===== config.mk =====
export PLATFORM = sky130hd
export DESIGN_NAME = ordered_list_store
export DESIGN_NICKNAME = d
export VERILOG_FILES = /design/src/hw/rtl/ols_pkg.sv /design/src/hw/rtl/ordered_list_store.sv
export SDC_FILE = /design/constraint.sdc
export NUM_CORES = 1
export LEC_CHECK = 0
export BUFFER_PORTS_ARGS = -buffer_cell sky130_fd_sc_hd__buf_2
export CAP_MARGIN = 0
export CELL_PAD_IN_SITES_DETAIL_PLACEMENT = 1
export CELL_PAD_IN_SITES_GLOBAL_PLACEMENT = 1
export CORE_MARGIN = 4
export CORE_UTILIZATION = 25
export CTS_CLUSTER_SIZE = 24
export DETAILED_ROUTE_END_ITERATION = 10
export GPL_TIMING_DRIVEN = 0
export PLACE_DENSITY_LB_ADDON = 0.05
export SLEW_MARGIN = 20
export SYNTH_ARGS = -nofsm -noshare
export SYNTH_HDL_FRONTEND = slang
export SYNTH_SLANG_ARGS = --single-unit

===== constraint.sdc =====
create_clock -name clk -period 7.2 [get_ports clk]
set_clock_uncertainty 0.05 [all_clocks]
set_input_delay 0.36 -clock clk [delete_from_list [all_inputs] [get_ports clk]]
set_output_delay 0.36 -clock clk [all_outputs]
set_load 0.05 [all_outputs]

===== src/hw/rtl/ols_pkg.sv =====
// ----------------------------------------------------------------------------
// ols_pkg: shared types and codes for the ordered list store
// Request codes, result status codes and the sequencer state type.
// ----------------------------------------------------------------------------
package ols_pkg;

  typedef enum logic [2:0] {
    OP_APPEND       = 3'd0,
    OP_INSERT       = 3'd1,
    OP_REMOVE_AT    = 3'd2,
    OP_REMOVE_VALUE = 3'd3,
    OP_CHANGE_AT    = 3'd4,
    OP_CHANGE_VALUE = 3'd5,
    OP_GET          = 3'd6,
    OP_FIND         = 3'd7
  } op_t;

  typedef enum logic [1:0] {
    ST_OK       = 2'd0,
    ST_BADPOS   = 2'd1,
    ST_FULL     = 2'd2,
    ST_NOTFOUND = 2'd3
  } status_t;

  typedef enum logic [1:0] {
    S_IDLE,
    S_CHECK,
    S_SCAN,
    S_DONE
  } state_t;

endpackage


===== src/hw/rtl/ordered_list_store.sv =====
// ----------------------------------------------------------------------------
// ordered_list_store: ordered sequence of data words with positional edits
// Append, insert, remove, overwrite, read and search over a store with one read and one write port.
// ----------------------------------------------------------------------------
// Usage
//   Requests arrive on the in_ channel (valid/stall); one result transaction
//   leaves on the out_ channel per request. in_stall is high while a request
//   is being worked on, so one request is in the block at a time.
//   Append, change_at and rejected requests finish without a scan; insert
//   and remove_at move the entries after the position, get reads one entry,
//   and remove_value, change_value and find scan the whole list, a find
//   stopping at its first hit.
//   The block is built around the single entry memory: one read and one write per
//   cycle, with the read data registered, streamed under a small sequencer.
//   A new request is taken in the cycle after its predecessor's result has
//   been loaded into the output register, even while that result stalls.
//   Reset (rst_n low, synchronous) empties the list and drops any pending
//   result; entry contents are not cleared and are never read before written.
//   While out_stall is high the result holds steady and the block finishes
//   the current request but does not overwrite the waiting transaction.
// ----------------------------------------------------------------------------
module ordered_list_store
  import ols_pkg::*;
#(
  parameter int DEPTH     = 16,
  parameter int DATA_BITS = 32
) (
  input  logic              clk,
  input  logic              rst_n,
  input  logic              in_valid,
  output logic              in_stall,
  input  logic [2:0]        in_req_type,
  input  logic signed [5:0] in_position,
  input  logic [31:0]       in_value,
  input  logic [31:0]       in_new_value,
  output logic              out_valid,
  input  logic              out_stall,
  output logic [1:0]        out_status,
  output logic [31:0]       out_read_value,
  output logic [3:0]        out_found_index,
  output logic [4:0]        out_entry_count
);

  localparam int AW = $clog2(DEPTH);
  localparam int CW = $clog2(DEPTH + 1);
  localparam int SW = ((CW > 6) ? CW : 6) + 2;
  localparam logic [CW-1:0] DEPTH_C = CW'(DEPTH);

  // entry store: one write, one registered read per cycle
  logic [DATA_BITS-1:0] mem_r [DEPTH];
  logic [DATA_BITS-1:0] rdata_r;
  logic                 rd_en;
  logic [AW-1:0]        rd_addr;
  logic                 wr_en;
  logic [AW-1:0]        wr_addr;
  logic [DATA_BITS-1:0] wr_data;

  state_t state_r, state_nxt;

  // registered request
  op_t                  op_r;
  logic signed [5:0]    pos_r;
  logic [DATA_BITS-1:0] val_r, nval_r;

  logic [CW-1:0]        count_r, count_nxt;

  // scan engine
  logic                 iss_r, iss_nxt;
  logic [AW-1:0]        ip_r, ip_nxt;
  logic [AW-1:0]        last_r, last_nxt;
  logic                 rv_r;
  logic [AW-1:0]        ra_r;
  logic [CW-1:0]        wp_r, wp_nxt;
  logic                 hit_r, hit_nxt;
  logic [AW-1:0]        idx_r, idx_nxt;

  // result being assembled
  status_t              res_st_r, res_st_nxt;
  logic [DATA_BITS-1:0] res_rd_r, res_rd_nxt;
  logic [AW-1:0]        res_fidx_r, res_fidx_nxt;

  // output register
  logic                 out_valid_r, out_valid_nxt;
  logic [1:0]           out_status_r;
  logic [31:0]          out_read_value_r;
  logic [3:0]           out_found_index_r;
  logic [4:0]           out_entry_count_r;
  logic                 out_load;

  logic                 in_accept;
  logic                 scan_done;
  logic [63:0]          in_val_w, in_nval_w;

  // position resolution
  logic signed [SW-1:0] pos_s, n_s, ex_r, ins_r;
  logic                 ex_ok, ins_ok, full;
  logic [AW-1:0]        ex_idx, ins_idx;
  logic                 eq;

  assign in_stall  = (state_r != S_IDLE);
  assign in_accept = in_valid && !in_stall;
  assign scan_done = !iss_r && !rv_r;
  assign full      = (count_r >= DEPTH_C);
  assign eq        = (rdata_r == val_r);

  // mask the incoming words to the stored width
  assign in_val_w  = {32'd0, in_value};
  assign in_nval_w = {32'd0, in_new_value};

  assign pos_s   = SW'(pos_r);
  assign n_s     = $signed({{(SW-CW){1'b0}}, count_r});
  assign ex_r    = (pos_s < 0) ? pos_s + n_s : pos_s;
  assign ex_ok   = (ex_r >= 0) && (ex_r < n_s);
  assign ins_r   = (pos_s < 0) ? pos_s + n_s + SW'(1) : pos_s;
  assign ins_ok  = (pos_s <= n_s) && (pos_s >= -(n_s + SW'(1)));
  assign ex_idx  = ex_r[AW-1:0];
  assign ins_idx = ins_r[AW-1:0];

  always_ff @(posedge clk) begin
    if (wr_en) begin
      mem_r[wr_addr] <= wr_data;
    end
    if (rd_en) begin
      rdata_r <= mem_r[rd_addr];
    end
  end

  // next state
  always_comb begin
    state_nxt = state_r;
    case (state_r)
      S_IDLE: begin
        if (in_accept) state_nxt = S_CHECK;
      end
      S_CHECK: begin
        case (op_r)
          OP_APPEND, OP_CHANGE_AT: state_nxt = S_DONE;
          OP_INSERT: state_nxt = (!ins_ok || full) ? S_DONE : S_SCAN;
          OP_REMOVE_AT, OP_GET: state_nxt = ex_ok ? S_SCAN : S_DONE;
          default: state_nxt = S_SCAN;
        endcase
      end
      S_SCAN: begin
        if (scan_done) state_nxt = S_DONE;
      end
      S_DONE: begin
        if (!out_valid_r || !out_stall) state_nxt = S_IDLE;
      end
      default: state_nxt = S_IDLE;
    endcase
  end

  // datapath control
  always_comb begin
    count_nxt     = count_r;
    iss_nxt       = iss_r;
    ip_nxt        = ip_r;
    last_nxt      = last_r;
    wp_nxt        = wp_r;
    hit_nxt       = hit_r;
    idx_nxt       = idx_r;
    res_st_nxt    = res_st_r;
    res_rd_nxt    = res_rd_r;
    res_fidx_nxt  = res_fidx_r;
    rd_en         = 1'b0;
    rd_addr       = ip_r;
    wr_en         = 1'b0;
    wr_addr       = ra_r;
    wr_data       = rdata_r;
    out_load      = 1'b0;
    out_valid_nxt = out_valid_r && out_stall;

    case (state_r)
      S_CHECK: begin
        res_st_nxt   = ST_OK;
        res_rd_nxt   = '0;
        res_fidx_nxt = '0;
        hit_nxt      = 1'b0;
        wp_nxt       = '0;
        iss_nxt      = 1'b0;
        ip_nxt       = '0;
        last_nxt     = AW'(count_r - CW'(1));
        case (op_r)
          OP_APPEND: begin
            if (full) begin
              res_st_nxt = ST_FULL;
            end else begin
              wr_en     = 1'b1;
              wr_addr   = count_r[AW-1:0];
              wr_data   = val_r;
              count_nxt = count_r + CW'(1);
            end
          end
          OP_INSERT: begin
            if (!ins_ok) begin
              res_st_nxt = ST_BADPOS;
            end else if (full) begin
              res_st_nxt = ST_FULL;
            end else begin
              // shift the tail down one place, last entry first
              idx_nxt  = ins_idx;
              iss_nxt  = (count_r[AW-1:0] != ins_idx);
              ip_nxt   = AW'(count_r - CW'(1));
              last_nxt = ins_idx;
            end
          end
          OP_REMOVE_AT: begin
            if (!ex_ok) begin
              res_st_nxt = ST_BADPOS;
            end else begin
              idx_nxt = ex_idx;
              iss_nxt = ({1'b0, ex_idx} + (AW+1)'(1)) < (AW+1)'(count_r);
              ip_nxt  = ex_idx + AW'(1);
            end
          end
          OP_CHANGE_AT: begin
            if (!ex_ok) begin
              res_st_nxt = ST_BADPOS;
            end else begin
              wr_en   = 1'b1;
              wr_addr = ex_idx;
              wr_data = val_r;
            end
          end
          OP_GET: begin
            if (!ex_ok) begin
              res_st_nxt = ST_BADPOS;
            end else begin
              iss_nxt  = 1'b1;
              ip_nxt   = ex_idx;
              last_nxt = ex_idx;
            end
          end
          default: begin
            // whole-list scans: remove_value, change_value, find
            iss_nxt = (count_r != '0);
          end
        endcase
      end

      S_SCAN: begin
        // issue side: one read a cycle until the last address, or until a find hits
        if (iss_r) begin
          rd_en = 1'b1;
          if (ip_r == last_r) begin
            iss_nxt = 1'b0;
          end else if (op_r == OP_INSERT) begin
            ip_nxt = ip_r - AW'(1);
          end else begin
            ip_nxt = ip_r + AW'(1);
          end
        end
        // return side: act on the word read last cycle
        if (rv_r) begin
          case (op_r)
            OP_INSERT: begin
              wr_en   = 1'b1;
              wr_addr = ra_r + AW'(1);
            end
            OP_REMOVE_AT: begin
              wr_en   = 1'b1;
              wr_addr = ra_r - AW'(1);
            end
            OP_REMOVE_VALUE: begin
              if (eq) begin
                hit_nxt = 1'b1;
              end else begin
                wr_en   = 1'b1;
                wr_addr = wp_r[AW-1:0];
                wp_nxt  = wp_r + CW'(1);
              end
            end
            OP_CHANGE_VALUE: begin
              if (eq) begin
                wr_en   = 1'b1;
                wr_data = nval_r;
                hit_nxt = 1'b1;
              end
            end
            OP_FIND: begin
              if (eq && !hit_r) begin
                hit_nxt      = 1'b1;
                res_fidx_nxt = ra_r;
                iss_nxt      = 1'b0;
              end
            end
            OP_GET: begin
              res_rd_nxt = rdata_r;
            end
            default: begin
            end
          endcase
        end
        // wrap up once the stream has drained
        if (scan_done) begin
          case (op_r)
            OP_INSERT: begin
              wr_en     = 1'b1;
              wr_addr   = idx_r;
              wr_data   = val_r;
              count_nxt = count_r + CW'(1);
            end
            OP_REMOVE_AT: begin
              count_nxt = count_r - CW'(1);
            end
            OP_REMOVE_VALUE: begin
              count_nxt = wp_r;
              if (!hit_r) res_st_nxt = ST_NOTFOUND;
            end
            OP_CHANGE_VALUE, OP_FIND: begin
              if (!hit_r) res_st_nxt = ST_NOTFOUND;
            end
            default: begin
            end
          endcase
        end
      end

      S_DONE: begin
        if (!out_valid_r || !out_stall) begin
          out_load      = 1'b1;
          out_valid_nxt = 1'b1;
        end
      end

      default: begin
      end
    endcase
  end

  always_ff @(posedge clk) begin
    if (!rst_n) begin
      state_r     <= S_IDLE;
      count_r     <= '0;
      iss_r       <= 1'b0;
      rv_r        <= 1'b0;
      out_valid_r <= 1'b0;
    end else begin
      state_r     <= state_nxt;
      count_r     <= count_nxt;
      iss_r       <= iss_nxt;
      rv_r        <= rd_en;
      out_valid_r <= out_valid_nxt;
    end
  end

  // payload registers: no reset needed
  always_ff @(posedge clk) begin
    if (in_accept) begin
      op_r   <= op_t'(in_req_type);
      pos_r  <= in_position;
      val_r  <= in_val_w[DATA_BITS-1:0];
      nval_r <= in_nval_w[DATA_BITS-1:0];
    end
    ip_r       <= ip_nxt;
    last_r     <= last_nxt;
    ra_r       <= ip_r;
    wp_r       <= wp_nxt;
    hit_r      <= hit_nxt;
    idx_r      <= idx_nxt;
    res_st_r   <= res_st_nxt;
    res_rd_r   <= res_rd_nxt;
    res_fidx_r <= res_fidx_nxt;
    if (out_load) begin
      out_status_r      <= res_st_r;
      out_read_value_r  <= 32'({32'd0, res_rd_r});
      out_found_index_r <= 4'({4'd0, res_fidx_r});
      out_entry_count_r <= 5'({5'd0, count_r});
    end
  end

  assign out_valid       = out_valid_r;
  assign out_status      = out_status_r;
  assign out_read_value  = out_read_value_r;
  assign out_found_index = out_found_index_r;
  assign out_entry_count = out_entry_count_r;

endmodule


==> results.yml, run 1 <==
detailed_routing:
  drc: 0
  drt_iter0_drc: 1314
  routed_wl_mm: 100.2
  drt-pass1-iter-count: 5
  via_per_inst: 4.596
  avgRoutedWirePerCell_um: 27.27
  via_count: 16896
  ant_nets: 0
finish:
  final_cell_mix: "edfxtp_1, mux4_2, buf_2"
  mostFrequentLayoutCell: "edfxtp_1"
  finalNetCount: 2104
  fin_area_um2: 37800
  layout.cells.non_filler: 3676
  synthToLayoutAreaGrowth_pct: 24.78
  drive_gt1_share_pct: 27.68
clock_tree:
  clock-sinks: 730
  clk_latency_ns: 0.67
  cts_max_level: 3
  cts_tree: "done"
  clock_path_buffers: 3
  cts_root_buffer: "clkbuf_16"
  path_clk_slew_ns: 0.06
  cts_made_buffers: 88
  post_cts_buffers: 0
timing:
  finalMaxSlewViolations: 0
  fmaxAchievable_mhz: 154.7
  fin_crit_ns: 6.462
  hold_violations: 0
  setup_slack_ns: 0.7377
  tightest_slew_ns: 1.084
  rsz0062_at_grt: "no"
  post-route-period-util_pct: 89.75
  finalSetupViolations: 0
  relSlewSlack_pct: 27.73
critical_path:
  max_stage_delay_ns: 0.59
  required_ns: 7.51
  worstPathMaxFanout: 9
  crit_slowest_cell: "nor3_2"
  cp_cell_sequence: "clkbuf_1 -> inv_1 -> ha_1 -> inv_2 -> a221oi_4 -> xor2_1 -> a21oi_2 -> clkinv_1 -> ha_1 -> o2111ai_1 -> a31oi_2 -> a211oi_4 -> a31oi_1 -> nor2_2 -> a221o_1 -> nand3b_4 -> nor3_2 -> buf_4 -> buf_4"
  crit_buf_inv: 6
  crit_type: "reg2reg"
  critPathTopFamily: "compound AO/OA/AOI/OAI gates"
  start_kind: "register"
  cp.arrival_ns: 6.78
  worstSetupEndpointType: "register"
synthesis:
  ys_ff_latch: 730
  synthCells: 1640
  syn_area_um2: 30300
  yosys_most_used_dff: "edfxtp_1"
  synthDistinctLibCells: 79
  synth_edf_count: 716
  yosys_warnings: 0
  synth.avg_cell_area_um2: 18.47
  syn-num-nets: 1754
  async_flop_share_pct: 0
  seq_area_frac_synth_pct: 71.90
die:
  core.rowCount: 127
  start_util_pct: 25.22
  ios: 122
  dieWidth_um: 356.1
  core_area_um2: 120100
  die_h_um: 356.1
  die_area_um2: 126800
power:
  cellLeakagePower_nw: 12.29
  pwr-share-clk_pct: 29.3
  power_density_nw_per_um2: 409.2
  vdd.ir_drop.worst_mv: 0.1941
  pwr-share-comb_pct: 31.8
  sw_frac_of_total_pct: 34.61
  netSwitchingPower_mw: 5.354
  p_int_mw: 10.12
  sequentialPowerShare_pct: 38.9
place:
  placed_area_um2: 34030
  place_ws_ns: 0.02916
  dpl.cell_count: 3437
  port_buffers: 121
  place.gp.congestion: 0.7823
  dp_hpwl_mm: 73.00
grt:
  grt_max_degree: 51
  grt_pass1_wl_mm: 142.1
  antenna_found_initial: 8
  grt_pass1_vias: 18386
  gr-usage-all-layers_pct: 15.83
  grt_overflow: 0
run_status:
  status: "finished, final reports clean"
hold_path:
  hold_class: "in2reg"
run:
  drv_cap: 0
[Yosys cell counts, types with 5 or more instances]
master | number | area [um2]
nand2b_1 | 10 | 62.56
inv_1 | 22 | 82.58
and3_1 | 6 | 37.54
xnor2_1 | 21 | 183.9
nor2_1 | 51 | 191.4
or2_2 | 6 | 37.54
edfxtp_1 | 716 | 21500
a32oi_1 | 22 | 192.7
a21oi_1 | 56 | 280.3
nor2b_1 | 14 | 87.58
buf_2 | 5 | 25.02
clkbuf_1 | 63 | 236.5
o221ai_1 | 5 | 43.79
xor2_1 | 40 | 350.3
o21ai_0 | 40 | 200.2
nand3_1 | 19 | 95.09
nand2_1 | 51 | 191.4
a21o_1 | 8 | 60.06
a22oi_1 | 19 | 142.6
dfxtp_1 | 14 | 280.3
nor4_1 | 10 | 62.56
nor3_1 | 13 | 65.06
mux2i_1 | 45 | 450.4
and2_1 | 38 | 237.7
ha_1 | 34 | 425.4
buf_1 | 17 | 63.81
o211ai_1 | 6 | 45.04
o21ai_1 | 42 | 210.2
mux4_2 | 160 | 3603
[layer usage]
layer  global-route usage (%)  share of wire [%]
met1                    22.94                 48
met2                    25.05                 46
met3                    2.283                3.8
met4                    3.945                1.9
met5                        0                  0
[tightest hold or removal path: stages]
cell and delay (ns):
buf_2 0.09, o221ai_1 0.18, a21oi_1 0.19, nor2_1 0.05
[stage by stage]
stage	hold WS, ns	utilization [%]	setup TNS (ns)	power, mW
floorplan	0.2962	-	0	8.810
global placement	0.3267	27.40	-1615.18	10.85
detailed placement	0.3408	28.32	0	11.09
CTS	0.1568	31.41	0	15.75
global route	0.2392	31.46	0	16.29
finish	0.2209	31.47	0	15.47
[power by group through the flow]
stage                     clock network, mW  logic [mW]  registers (mW)
after CTS                              4.69        5.02            6.04
after floorplan                           0        2.73            6.08
after global routing                   4.89        5.34            6.06
after detailed placement                  0        4.98            6.12
final                                  4.53        4.92            6.02
after global placement                    0        4.68            6.17
[timing repair]
action,4_1_cts,5_1_grt
hold endpoints to repair,77,0
hold buffers,75,0
setup endpoints to repair,0,175
gates resized for setup,0,6
[cells by family (layout without fill, tap and decap cells)]
kind of cell,count (synthesis),count (layout),synth area share [%]
AO/OA/AOI/OAI,250,250,5.526
XOR/XNOR,61,61,1.764
adder cells (fa/ha/maj),37,37,1.602
buffers and inverters,116,539,1.545
flip-flops,730,730,71.90
multiplexers,206,206,13.46
other,0,1,0
AND/OR/NAND/NOR,240,240,4.213
[worst paths after layout]
kind,depth (start not counted),slack (ns),startpoint,endpoint
max,19,0.74,count_r[2],mem_r[11][20]
min,4,0.22,in_valid,state_r[1]
max reg2reg,19,0.74,count_r[2],mem_r[11][20]
min reg2reg,0,0.36,ip_r[3],ra_r[3]
[registers in the layout, indices dropped and copies added (netlist names), 6 cells and up]
name / count
mem_r: 512
nval_r: 32
out_read_value: 32
rdata_r: 32
res_rd_r: 32
val_r: 32
pos_r: 6
[layout make-up]
type	instances	area, um2
repair buffers	260	2236
flip-flops and latches	730	21780
clock buffers	111	2331
fillers	12273	82330
inverters	26	97.59
well taps	1612	2017
clock inverters	52	620.6
diodes	1	2.502
multi-input cells	794	8327
plain buffers	90	389.1
Note: power is estimated with default switching activity, not from simulation.
==> run 2: changes to the inputs <==
--- a/config.mk
+++ b/config.mk
@@ -14,7 +14,7 @@
 export CTS_CLUSTER_SIZE = 24
 export DETAILED_ROUTE_END_ITERATION = 10
 export GPL_TIMING_DRIVEN = 0
-export PLACE_DENSITY_LB_ADDON = 0.05
+export PLACE_DENSITY_LB_ADDON = 0.1
 export SLEW_MARGIN = 20
 export SYNTH_ARGS = -nofsm -noshare
 export SYNTH_HDL_FRONTEND = slang
==> run 2 against run 1 <==
Compared with the run above:
- register-to-register slack got worse by 0.13 ns
- utilization barely moved
- clock-buffer cell count fell by 5
- sequential power barely moved
- via count rose by 0.46%
- maximum frequency fell by 1.9%
- wire length fell by 0.69%
- sequential cell count did not move
- global-route usage fell by 0.16 points
- die area did not move
- first-iteration DRC count rose by 2.0%
- cell count barely moved
- critical endpoint is now mem_r[13][25]
- largest power group unchanged
==> results.yml, run 2 (same netlist as run 1, synthesis figures left out) <==
grt:
  grt_pass1_vias: 18367
  grt_overflow: 0
  met2_usage_pct: 25.51
  grtUsageMet3_pct: 2.232
  grt_max_degree: 46
  busiest_layer: "met2"
  antenna_found_initial: 6
  gr-usage-all-layers_pct: 15.66
  gr-usage-met1_pct: 22.21
  grt_pass1_wl_mm: 141.8
die:
  dieWidth_um: 356.1
  ios: 122
  core_area_um2: 120100
  start_util_pct: 25.22
  die_h_um: 356.1
  core.rowCount: 127
  die_area_um2: 126800
timing:
  holdWs_ns: 0.2726
  finalSetupViolations: 0
  hold_violations: 0
  relSlewSlack_pct: 22.59
  finalMaxSlewViolations: 0
  fin_crit_ns: 6.588
  post-route-period-util_pct: 91.50
  fmaxAchievable_mhz: 151.8
  rsz0062_at_grt: "no"
  tightest_slew_ns: 1.161
place:
  dp_hpwl_mm: 72.10
  placed_area_um2: 34120
  place.gp.congestion: 0.7906
  port_buffers: 121
clock_tree:
  path_clk_slew_ns: 0.06
  clk_latency_ns: 0.66
  cts_tree: "done"
  clock_path_buffers: 3
  cts_made_buffers: 85
  cts_max_level: 3
  clock-sinks: 730
  cts_root_buffer: "clkbuf_16"
detailed_routing:
  routed_wl_mm: 99.55
  via_per_inst: 4.620
  drt-pass1-iter-count: 6
  via_count: 16973
  avgRoutedWirePerCell_um: 27.10
  drc: 0
  drt_iter0_drc: 1340
  ant_nets: 0
critical_path:
  rr_endpoint: "mem_r[13][25]"
  worstSetupEndpoint: "mem_r[13][25]"
  start_kind: "register"
  crit_type: "reg2reg"
  cp_cell_sequence: "clkbuf_1 -> inv_1 -> ha_1 -> inv_2 -> a221oi_4 -> xor2_1 -> a21oi_1 -> clkinv_1 -> ha_1 -> o2111ai_1 -> a31oi_2 -> a211oi_4 -> a31oi_1 -> nor2_2 -> a221o_1 -> nand3b_4 -> nor3_2 -> buf_4 -> buf_4 -> buf_4"
  max_stage_delay_ns: 0.53
  rrSetupSlack_ns: 0.61
  reg2regPathDepth: 20
  worstPathMaxFanout: 9
  cp.arrival_ns: 6.90
  r2r_start: "count_r[2]"
  worstSetupEndpointType: "register"
  crit_slowest_cell: "nor3_2"
  required_ns: 7.51
  critical_path.startpoint: "count_r[2]"
  crit_top_cell: "buf_4"
run:
  drv_cap: 0
finish:
  regArea_um2: 21780
  synthToLayoutAreaGrowth_pct: 24.70
  mostFrequentLayoutCell: "edfxtp_1"
  largest_reg_flops: 512
  final_cell_mix: "edfxtp_1, mux4_2, buf_2"
  finalNetCount: 2108
  multi_input_comb_area_um2: 8293
  top_register: "mem_r"
  drive_gt1_share_pct: 27.85
  fin_area_um2: 37780
  fillers: 12298
power:
  cellLeakagePower_nw: 12.26
  power_density_nw_per_um2: 406.2
  vdd.ir_drop.worst_mv: 0.2156
run_status:
  status: "finished, final reports clean"
hold_path:
  hold_class: "in2reg"
==> run 2: changes by cell type in the layout (fill, tap and decap cells not counted), moves of 3 or more <==
cell | before | now
clkbuf_16 | 90 | 86
clkinv_2 | 13 | 10
o21ai_1 | 11 | 14
nor3_2 | 2 | 5
nor3_4 | 6 | 3
buf_6 | 9 | 14
clkinv_1 | 20 | 15
buf_12 | 15 | 11
o21ai_2 | 32 | 29
buf_8 | 6 | 12
clkinvlp_4 | 3 | 6
clkbuf_1 | 79 | 76
==> run 2: worst min path at each step <==
stage / endpoint / cells past startpoint / slack [ns] / start
after detailed placement: ra_r[3] / 0 / 0.34 / ip_r[3]
after CTS: state_r[1] / 5 / 0.23 / in_valid
after global routing: state_r[1] / 4 / 0.31 / in_valid
after floorplan: ra_r[0] / 0 / 0.30 / ip_r[0]
final: state_r[1] / 5 / 0.27 / in_valid
after global placement: ra_r[0] / 0 / 0.33 / ip_r[0]
==> run 2: power by group <==
part / switching (mW) / internal, mW
Clock: 1.79 / 2.61
Sequential: 0.243 / 5.78
Combinational: 3.27 / 1.66
==> run 2: what timing repair did <==
action / CTS / global route
hold buffers: 75 / 0
endpoints found under the hold margin: 77 / 0
endpoints found under the setup margin: 0 / 5
buffers inserted: 0 / 0
resized for setup: 0 / 2
==> run 2: layout make-up <==
cell class              count  share of cell area, %
clock buffers             106                  5.895
flip-flops and latches    730                  57.66
plain buffers              90                  1.040
inverters                  26                 0.2583
repair buffers            267                  6.200
diodes                      1               0.006624
multi-input cells         794                  21.95
well taps                1612                  5.339
clock inverters            48                  1.653
==> run 2: metrics by stage <==
step	total power [mW]	setup TNS (ns)	setup slack, ns	std cells	util, %
final	15.35	0	0.6119	3674	31.45
after global routing	16.11	0	0.1784	3673	31.45
after CTS	15.59	0	0.3639	3673	31.40
after detailed placement	11.09	0	0.3475	3444	28.40
after global placement	10.82	-1590.92	-4.998	3373	27.40
after floorplan	8.810	0	0.6330	1640	-
==> run 2: per-layer routing <==
| metal | wire length, um | vias to the layer above |
|---|---|---|
| li1 | - | 7384 |
| met1 | 46850 | 9100 |
| met2 | 47090 | 398 |
| met3 | 3932 | 91 |
| met4 | 1677 | 0 |
| met5 | 0 | - |
==> run 2: critical path: cells and delay by family (launching register included) <==
family          cells  cell delay, ns
compound gates      7            2.03
xor+xnor            1            0.16
fa+ha+maj           2            0.84
buf+inv             7            1.70
flops               1            0.42
simple gates        3            1.14
